**config.mk**
```make
export PLATFORM = sky130hd
export DESIGN_NAME = plain_text_to_html_escaper
export DESIGN_NICKNAME = d
export VERILOG_FILES = /design/src/hdl/pthe_pkg.sv /design/src/hdl/pthe_front.sv /design/src/hdl/pthe_cmd_fifo.sv /design/src/hdl/pthe_back.sv /design/src/hdl/plain_text_to_html_escaper.sv
export SDC_FILE = /design/constraint.sdc
export NUM_CORES = 1
export LEC_CHECK = 0
export ABC_CLOCK_PERIOD_IN_PS = 6400
export BUFFER_PORTS_ARGS = -buffer_cell sky130_fd_sc_hd__buf_2
export CORE_AREA = 2 2 126 128
export CTS_BUF_LIST = sky130_fd_sc_hd__clkbuf_4 sky130_fd_sc_hd__clkbuf_8
export DETAILED_ROUTE_END_ITERATION = 7
export DIE_AREA = 0 0 128 130
export HOLD_SLACK_MARGIN = 0.02
export PLACE_DENSITY = 0.72
export SLEW_MARGIN = 20
export SYNTH_ARGS = -nofsm -noshare
export SYNTH_HDL_FRONTEND = slang
export SYNTH_HIERARCHICAL = 1
export SYNTH_SLANG_ARGS = --single-unit
```
**constraint.sdc**
```tcl
create_clock -name i_clk -period 6.4 [get_ports i_clk]
set_clock_uncertainty 0.15 [all_clocks]
set_input_delay 0.32 -clock i_clk [delete_from_list [all_inputs] [get_ports i_clk]]
set_output_delay 0.32 -clock i_clk [all_outputs]
set_load 0.005 [all_outputs]
```
**src/hdl/pthe_pkg.sv**
```systemverilog
package pthe_pkg;

    // characters that get special handling
    localparam logic [7:0] CH_NL     = 8'h0A;
    localparam logic [7:0] CH_SPACE  = 8'h20;
    localparam logic [7:0] CH_LBRACE = 8'h7B;
    localparam logic [7:0] CH_RBRACE = 8'h7D;
    localparam logic [7:0] CH_LT     = 8'h3C;
    localparam logic [7:0] CH_GT     = 8'h3E;
    localparam logic [7:0] CH_AMP    = 8'h26;

    localparam int THRESH_W     = 16;
    localparam logic [THRESH_W-1:0] THRESH_RESET = 16'd5000;

    localparam int IDX_W = 5;

    localparam int P_LEN       = 3;
    localparam int BR_LEN      = 4;
    localparam int FN_OPEN_LEN = 30;
    localparam int FN_CLOSE_LEN = 17;
    localparam int LT_LEN      = 4;
    localparam int GT_LEN      = 4;
    localparam int AMP_LEN     = 5;
    localparam int WBR_LEN     = 5;

    localparam logic [8*P_LEN-1:0]        P_STR        = "<P>";
    localparam logic [8*BR_LEN-1:0]       BR_STR       = "<BR>";
    localparam logic [8*FN_OPEN_LEN-1:0]  FN_OPEN_STR  = "<FONT COLOR=\"#80000\"><SMALL> (";
    localparam logic [8*FN_CLOSE_LEN-1:0] FN_CLOSE_STR = ") </SMALL></FONT>";
    localparam logic [8*LT_LEN-1:0]       LT_STR       = "&lt;";
    localparam logic [8*GT_LEN-1:0]       GT_STR       = "&gt;";
    localparam logic [8*AMP_LEN-1:0]      AMP_STR      = "&amp;";
    localparam logic [8*WBR_LEN-1:0]      WBR_STR      = "<WBR>";

    // command queue between classifier and expander
    localparam int CMD_DEPTH = 4;
    localparam int CMD_PTR_W = $clog2(CMD_DEPTH);

    typedef enum logic [3:0] {
        OP_PASS,
        OP_P,
        OP_BR,
        OP_FN_OPEN,
        OP_FN_CLOSE,
        OP_LT,
        OP_GT,
        OP_AMP,
        OP_WBR
    } t_op;

    typedef struct packed {
        logic       br;     // emit <BR> before the main run
        t_op        op;
        logic [7:0] data;
        logic       eot;
    } t_cmd;

    function automatic logic [IDX_W-1:0] op_len(input t_op op);
        logic [IDX_W-1:0] len;
        case (op)
            OP_P:        len = IDX_W'(P_LEN);
            OP_BR:       len = IDX_W'(BR_LEN);
            OP_FN_OPEN:  len = IDX_W'(FN_OPEN_LEN);
            OP_FN_CLOSE: len = IDX_W'(FN_CLOSE_LEN);
            OP_LT:       len = IDX_W'(LT_LEN);
            OP_GT:       len = IDX_W'(GT_LEN);
            OP_AMP:      len = IDX_W'(AMP_LEN);
            OP_WBR:      len = IDX_W'(WBR_LEN);
            default:     len = IDX_W'(1);
        endcase
        return len;
    endfunction

    function automatic logic [7:0] op_byte(input t_op op, input logic [IDX_W-1:0] idx,
                                           input logic [7:0] data);
        logic [7:0] b;
        case (op)
            OP_P:        b = P_STR[8*(P_LEN-1-int'(idx)) +: 8];
            OP_BR:       b = BR_STR[8*(BR_LEN-1-int'(idx)) +: 8];
            OP_FN_OPEN:  b = FN_OPEN_STR[8*(FN_OPEN_LEN-1-int'(idx)) +: 8];
            OP_FN_CLOSE: b = FN_CLOSE_STR[8*(FN_CLOSE_LEN-1-int'(idx)) +: 8];
            OP_LT:       b = LT_STR[8*(LT_LEN-1-int'(idx)) +: 8];
            OP_GT:       b = GT_STR[8*(GT_LEN-1-int'(idx)) +: 8];
            OP_AMP:      b = AMP_STR[8*(AMP_LEN-1-int'(idx)) +: 8];
            OP_WBR:      b = WBR_STR[8*(WBR_LEN-1-int'(idx)) +: 8];
            default:     b = data;
        endcase
        return b;
    endfunction

endpackage

```
**src/hdl/pthe_front.sv**
```systemverilog
module pthe_front #(
    parameter int COUNT_BITS = 16
) (
    input  logic                           i_clk,
    input  logic                           i_rst_n,
    input  logic                           i_valid,
    output logic                           o_ready,
    input  logic [7:0]                     i_in_byte,
    input  logic                           i_end_of_text,
    input  logic [pthe_pkg::THRESH_W-1:0]  i_threshold,
    input  logic                           i_full,
    output logic                           o_push,
    output pthe_pkg::t_cmd                 o_cmd
);
    import pthe_pkg::*;

    localparam int CMP_W = (COUNT_BITS > THRESH_W) ? COUNT_BITS : THRESH_W;
    localparam logic [COUNT_BITS-1:0] COUNT_MAX = {COUNT_BITS{1'b1}};

    logic                  r_held, n_held;
    logic [COUNT_BITS-1:0] r_count, n_count;
    logic                  accept;
    logic                  push;
    logic                  over;
    t_cmd                  cmd;

    assign o_ready = !i_full;
    assign accept  = i_valid && !i_full;
    assign over    = CMP_W'(r_count) > CMP_W'(i_threshold);

    always_comb begin
        n_held   = r_held;
        n_count  = r_count;
        push     = 1'b0;
        cmd.br   = 1'b0;
        cmd.op   = OP_PASS;
        cmd.data = i_in_byte;
        cmd.eot  = i_end_of_text;
        if (i_in_byte == CH_NL) begin
            if (r_held) begin
                cmd.op = OP_P;
                push   = 1'b1;
                n_held = 1'b0;
            end else if (i_end_of_text) begin
                cmd.op = OP_BR;
                push   = 1'b1;
            end else begin
                // lone newline waits for the next beat
                n_held = 1'b1;
            end
        end else begin
            cmd.br = r_held;
            n_held = 1'b0;
            push   = 1'b1;
            case (i_in_byte)
                CH_LBRACE: cmd.op = OP_FN_OPEN;
                CH_RBRACE: cmd.op = OP_FN_CLOSE;
                CH_LT:     cmd.op = OP_LT;
                CH_GT:     cmd.op = OP_GT;
                CH_AMP:    cmd.op = OP_AMP;
                default: begin
                    if (i_in_byte == CH_SPACE && over) begin
                        cmd.op  = OP_WBR;
                        n_count = '0;
                    end else if (r_count != COUNT_MAX) begin
                        n_count = r_count + 1'b1;
                    end
                end
            endcase
        end
        if (i_end_of_text) begin
            n_held  = 1'b0;
            n_count = '0;
        end
    end

    always_ff @(posedge i_clk) begin
        if (!i_rst_n) begin
            r_held  <= 1'b0;
            r_count <= '0;
        end else if (accept) begin
            r_held  <= n_held;
            r_count <= n_count;
        end
    end

    assign o_push = accept && push;
    assign o_cmd  = cmd;

endmodule

```
**src/hdl/pthe_cmd_fifo.sv**
```systemverilog
module pthe_cmd_fifo (
    input  logic           i_clk,
    input  logic           i_rst_n,
    input  logic           i_push,
    input  pthe_pkg::t_cmd i_cmd,
    input  logic           i_pop,
    output logic           o_full,
    output logic           o_empty,
    output pthe_pkg::t_cmd o_head
);
    import pthe_pkg::*;

    t_cmd                 r_mem [CMD_DEPTH];
    logic [CMD_PTR_W-1:0] r_wr, r_rd;
    logic [CMD_PTR_W:0]   r_cnt, n_cnt;
    logic                 do_pop;

    assign o_full  = r_cnt == (CMD_PTR_W+1)'(CMD_DEPTH);
    assign o_empty = r_cnt == '0;
    assign do_pop  = i_pop && !o_empty;
    assign o_head  = r_mem[r_rd];

    always_comb begin
        n_cnt = r_cnt;
        if (i_push && !do_pop) begin
            n_cnt = r_cnt + 1'b1;
        end else if (!i_push && do_pop) begin
            n_cnt = r_cnt - 1'b1;
        end
    end

    always_ff @(posedge i_clk) begin
        if (!i_rst_n) begin
            r_wr  <= '0;
            r_rd  <= '0;
            r_cnt <= '0;
        end else begin
            r_cnt <= n_cnt;
            if (i_push) begin
                r_wr <= r_wr + 1'b1;
            end
            if (do_pop) begin
                r_rd <= r_rd + 1'b1;
            end
        end
    end

    always_ff @(posedge i_clk) begin
        if (i_push) begin
            r_mem[r_wr] <= i_cmd;
        end
    end

endmodule

```
**src/hdl/pthe_back.sv**
```systemverilog
module pthe_back (
    input  logic           i_clk,
    input  logic           i_rst_n,
    input  logic           i_empty,
    input  pthe_pkg::t_cmd i_head,
    output logic           o_pop,
    output logic           o_valid,
    input  logic           i_ready,
    output logic [7:0]     o_out_byte,
    output logic           o_run_last,
    output logic           o_text_done
);
    import pthe_pkg::*;

    logic             r_in_main;
    logic [IDX_W-1:0] r_idx;
    logic             r_o_valid;
    logic [7:0]       r_out_byte;
    logic             r_run_last;
    logic             r_text_done;

    logic             emit;
    logic             in_pre;
    t_op              seg_op;
    logic             seg_end;
    logic             cmd_end;
    logic [7:0]       cur_byte;

    // the prefix <BR> runs first, then the command's own string
    assign in_pre   = i_head.br && !r_in_main;
    assign seg_op   = in_pre ? OP_BR : i_head.op;
    assign seg_end  = r_idx == op_len(seg_op) - 1'b1;
    assign cmd_end  = seg_end && !in_pre;
    assign cur_byte = op_byte(seg_op, r_idx, i_head.data);
    assign emit     = !i_empty && (!r_o_valid || i_ready);
    assign o_pop    = emit && cmd_end;

    always_ff @(posedge i_clk) begin
        if (!i_rst_n) begin
            r_in_main <= 1'b0;
            r_idx     <= '0;
            r_o_valid <= 1'b0;
        end else begin
            if (emit) begin
                r_o_valid <= 1'b1;
                if (seg_end) begin
                    r_idx     <= '0;
                    r_in_main <= in_pre;
                end else begin
                    r_idx <= r_idx + 1'b1;
                end
            end else if (i_ready) begin
                r_o_valid <= 1'b0;
            end
        end
    end

    always_ff @(posedge i_clk) begin
        if (emit) begin
            r_out_byte  <= cur_byte;
            r_run_last  <= cmd_end;
            r_text_done <= cmd_end && i_head.eot;
        end
    end

    assign o_valid     = r_o_valid;
    assign o_out_byte  = r_out_byte;
    assign o_run_last  = r_run_last;
    assign o_text_done = r_text_done;

endmodule

```
**src/hdl/plain_text_to_html_escaper.sv**
```systemverilog
// plain text to html escaper
//
// input channel: i_valid/o_ready with i_in_byte and i_end_of_text, one text byte
// per beat. output channel: o_valid/i_ready with o_out_byte, o_run_last (last
// byte caused by one input beat) and o_text_done (last byte of an end-of-text
// beat). config channel: i_cfg_valid/o_cfg_ready with i_cfg_wrap_threshold,
// always ready; the user must have it written only while the block is idle;
// the block itself does not enforce this. an accepted beat is classified at
// once and stored as a command in a 4-entry queue; the expander reads the
// queue head and sends one byte per cycle while the receiver is ready,
// through an output register, so the first byte of a beat passes the queue
// and then the output register. throughput: one input beat per cycle while
// each beat makes one byte and the receiver is ready; a longer beat holds the
// single output byte path, so input rate follows its byte count (up to 34 bytes).
// a lone newline makes no byte until the next beat decides <P> or <BR>.
// when the receiver stalls the output register holds, the queue fills and
// o_ready drops. synchronous active-low reset empties the queue, clears the
// held newline and the pass counter, and sets the threshold to 5000.
module plain_text_to_html_escaper #(
    parameter int COUNT_BITS = 16
) (
    input  logic                          i_clk,
    input  logic                          i_rst_n,
    input  logic                          i_valid,
    output logic                          o_ready,
    input  logic [7:0]                    i_in_byte,
    input  logic                          i_end_of_text,
    output logic                          o_valid,
    input  logic                          i_ready,
    output logic [7:0]                    o_out_byte,
    output logic                          o_run_last,
    output logic                          o_text_done,
    input  logic                          i_cfg_valid,
    output logic                          o_cfg_ready,
    input  logic [pthe_pkg::THRESH_W-1:0] i_cfg_wrap_threshold
);
    import pthe_pkg::*;

    logic [THRESH_W-1:0] r_threshold;
    logic                push;
    logic                pop;
    logic                full;
    logic                empty;
    t_cmd                push_cmd;
    t_cmd                head;

    assign o_cfg_ready = 1'b1;

    always_ff @(posedge i_clk) begin
        if (!i_rst_n) begin
            r_threshold <= THRESH_RESET;
        end else if (i_cfg_valid) begin
            r_threshold <= i_cfg_wrap_threshold;
        end
    end

    pthe_front #(
        .COUNT_BITS (COUNT_BITS)
    ) u_front (
        .i_clk         (i_clk),
        .i_rst_n       (i_rst_n),
        .i_valid       (i_valid),
        .o_ready       (o_ready),
        .i_in_byte     (i_in_byte),
        .i_end_of_text (i_end_of_text),
        .i_threshold   (r_threshold),
        .i_full        (full),
        .o_push        (push),
        .o_cmd         (push_cmd)
    );

    pthe_cmd_fifo u_fifo (
        .i_clk   (i_clk),
        .i_rst_n (i_rst_n),
        .i_push  (push),
        .i_cmd   (push_cmd),
        .i_pop   (pop),
        .o_full  (full),
        .o_empty (empty),
        .o_head  (head)
    );

    pthe_back u_back (
        .i_clk       (i_clk),
        .i_rst_n     (i_rst_n),
        .i_empty     (empty),
        .i_head      (head),
        .o_pop       (pop),
        .o_valid     (o_valid),
        .i_ready     (i_ready),
        .o_out_byte  (o_out_byte),
        .o_run_last  (o_run_last),
        .o_text_done (o_text_done)
    );

endmodule

```
==> flow_summary.yaml <==
clock_network:
  cts_resized: 0
  ctsLongestPathBuffers: 2
  htreeDepth: 4
  tritoncts: "built"
  cts_buffers: 17
  cts_root_buffer: "clkbuf_8"
  clkTransAtPathRegs_ns: 0.07
  cts_sinks: 115
  clkLatencyLatePin_ns: 0.43
global_route:
  antenna_found_initial: 0
  grt_start_max_net_pins: 42
  grt_pass1_wl_um: 28900
  track_usage_pct: 21.9
  first_global_vias: 5693
  grt_overflow: 0
floorplan:
  die_h_um: 130
  ios: 43
  core_area_sq_um: 15400
  start_util_pct: 48.4
  die_area_sq_um: 16600
  fp.dieW_um: 128
  row_count: 46
place:
  place.port_buffers: 41
  post-place-cells: 917
  finalWeightedCongestion: 0.899
  dp_hpwl_um: 12000
yosys:
  synth.avg_cell_area_sq_um: 10.2
  synth_ff_type: "edfxtp_1"
  synth_cell_types: 102
  synth.yosys.warnings: 6
  ys_top_cells_by_area: "edfxtp_1 (27%), dfxtp_1 (13%), ha_1 (6.2%)"
  synth_seq_cells: 115
  syn_nets: 797
  synth_most_common_cell: "edfxtp_1"
  synth-edff-count: 66
  syn_area_sq_um: 7460
  seq_area_frac_synth_pct: 39.7
  ys_top_cells_by_count: "edfxtp_1 (66), nand2_1 (59), dfxtp_1 (49)"
  synth_top_cell_by_area: "edfxtp_1"
  synth_top_area_share_pct: 26.6
  async_reset_ff_share_pct: 0
  netlist_instances: 729
critical_path:
  worstPathMaxFanout: 14
  cpMostUsedCell: "ha_1"
  start_kind: "flop"
  max_stage_delay_ns: 0.63
  worstPathArrival_ns: 5.51
  worstSetupPathType: "reg -> reg"
  critPathSlowestCell: "mux4_1"
  worstPathCellList: "buf_4, mux4_1, nand2b_2, nand2b_1, ha_1, and2_4, o31ai_4, ha_1, o211ai_2, a31oi_1, xnor2_1, nand4_2, nor3_1, o31ai_4, ha_1, inv_1, fa_1, xor2_1, or3_1, a21boi_0"
  required_ns: 6.59
  r2r_cells: 20
  critPathCaptureType: "flop"
detailed_routing:
  firstDrtPassIters: 5
  vias: 5895
  viasPerCell: 6.12
  drc: 0
  wl_per_cell_um: 18.3
  wirelength_um: 17600
  drtIter0Drc: 442
  drt.antenna.violating_nets: 0
run_status:
  status: "complete, no violations"
layout:
  area_growth_pct: 9.00
  multi_input_area_sq_um: 4010
  fillCellCount: 1319
  final_nets: 827
  insertedDiodeCount: 0
  regArea_sq_um: 2960
  drive_gt1_share_pct: 16.7
  instances_no_fill: 964
job:
  drv_cap: 0
sta:
  fin_crit_sh_pct: 83.1
  rsz0062_at_grt: "no"
  worst_pin_slew_ns: 0.874
  period_needed_ns: 5.32
  finalHoldViolCount: 0
  setup_viol: 0
  relSlewSlack_pct: 41.3
  fin_setup_tns_ns: 0
  slew_viol_final: 0
  fmax_mhz: 188
hold_path:
  min_from: "i_cfg_wrap_threshold[2]"
  hold_depth: 3
  min_path_type: "in -> reg"
power:
  p_leak_nw: 2.96
  power.density_nw_per_um2: 347
  p_total_mw: 2.82
  ir_worst_vdd_v: 0.000168
-- cell usage in the layout (no fill, tap or decap), drive strengths merged, types with 9 or more instances in the layout --
| master | count |
|---|---|
| a31oi | 16 |
| dlygate4sd3 | 15 |
| edfxtp | 66 |
| inv | 39 |
| xor2 | 9 |
| o21ai | 25 |
| ha | 37 |
| and2 | 16 |
| nand4 | 19 |
| nand3 | 22 |
| nand2b | 9 |
| o31ai | 9 |
| nor2b | 21 |
| nand2 | 60 |
| a21oi | 44 |
| buf | 46 |
| clkbuf | 17 |
| xnor2 | 19 |
| nor2 | 42 |
| mux4 | 14 |
| mux2i | 18 |
| nor3 | 20 |
| dfxtp | 49 |
| o311ai | 9 |
-- final timing paths --
path                                   endpoint  slack [ns]
worst max-delay path            u_fifo/r_cnt[2]        1.08
worst min-delay path             r_threshold[2]        0.03
worst min register to register  r_threshold[12]        0.34
worst max register to register  u_fifo/r_cnt[2]        1.08
-- worst max-delay path: cells and delay by family (launching register included) --
family | cells | cell delay [ns]
and+or+nand+nor | 6 | 1.60
xor gates and xnor gates | 2 | 0.25
muxes | 1 | 0.63
DFF | 1 | 0.31
AOI/OAI and AO/OA | 5 | 0.95
adders and majority gates | 4 | 0.98
buffers and inverters | 2 | 0.34
-- kinds of logic after synthesis --
logic type               after synthesis  share of synthesized area [%]
AND/OR/NAND/NOR                      248                           18.5
AO/OA/AOI/OAI                        179                           18.0
flip-flops                           115                           39.7
buffers and inverters                 87                           6.86
adder cells (fa/ha/maj)               38                           6.47
multiplexers                          33                           7.04
XOR/XNOR                              28                           3.39
other                                  1                         0.0502
-- per-layer routing --
metal  GRT usage, %  part of all wire [%]  routed length, um  vias up
met1           28.0                    44               7740     2877
met2           36.3                    49               8620      168
li1               -                     -                  -     2804
met4           10.4                   3.2                572        0
met3           3.77                   4.1                717       46
met5              0                     0                  0        -
-- layout make-up --
class | instances | share of cell area (%)
Tap cell | 192 | 2.95
Multi-Input combinational cell | 527 | 49.3
Clock buffer | 17 | 2.88
Timing Repair Buffer | 61 | 4.83
Inverter | 37 | 1.71
Sequential cell | 115 | 36.4
Clock inverter | 15 | 1.95
-- stage by stage --
stage	instance area, sq um	setup WS (ns)	util, %	hold WS [ns]
after detailed placement	7570	1.13	49.1	0.324
after CTS	8120	1.05	52.6	0.0267
final	8140	1.08	52.7	0.0297
after floorplan	7460	1.84	-	0.292
after global placement	7570	1.42	49.1	0.311
after global routing	8140	0.732	52.7	0.0278
-- state kept, by name (all words and copies together), names as in the netlist, named ones only --
| name | count |
|---|---|
| u_fifo/r_cnt | 3 |
| u_back/o_run_last | 1 |
| u_front/r_count | 16 |
| u_back/r_in_main | 1 |
| u_back/o_text_done | 1 |
| r_threshold | 16 |
| u_back/o_out_byte | 8 |
| u_fifo/r_wr | 2 |
| u_front/r_held | 1 |
| u_back/r_idx | 5 |
| u_back/o_valid | 1 |
| u_fifo/r_rd | 2 |
| u_fifo/r_mem | 56 |
-- timing repair --
item,CTS,global route
hold endpoints to repair,15,0
hold buffers,15,0
buffers inserted,0,0
endpoints found under the setup margin,0,0
-- power breakdown --
part | leakage, nW | total (mW) | switching (mW) | internal, mW
logic | 1.75 | 1.20 | 0.748 | 0.455
registers | 1.02 | 0.960 | 0.0502 | 0.910
clock network | 0.193 | 0.660 | 0.312 | 0.348
total | 2.96 | 2.82 | 1.11 | 1.71
Note: power is estimated with default switching activity, not from simulation.
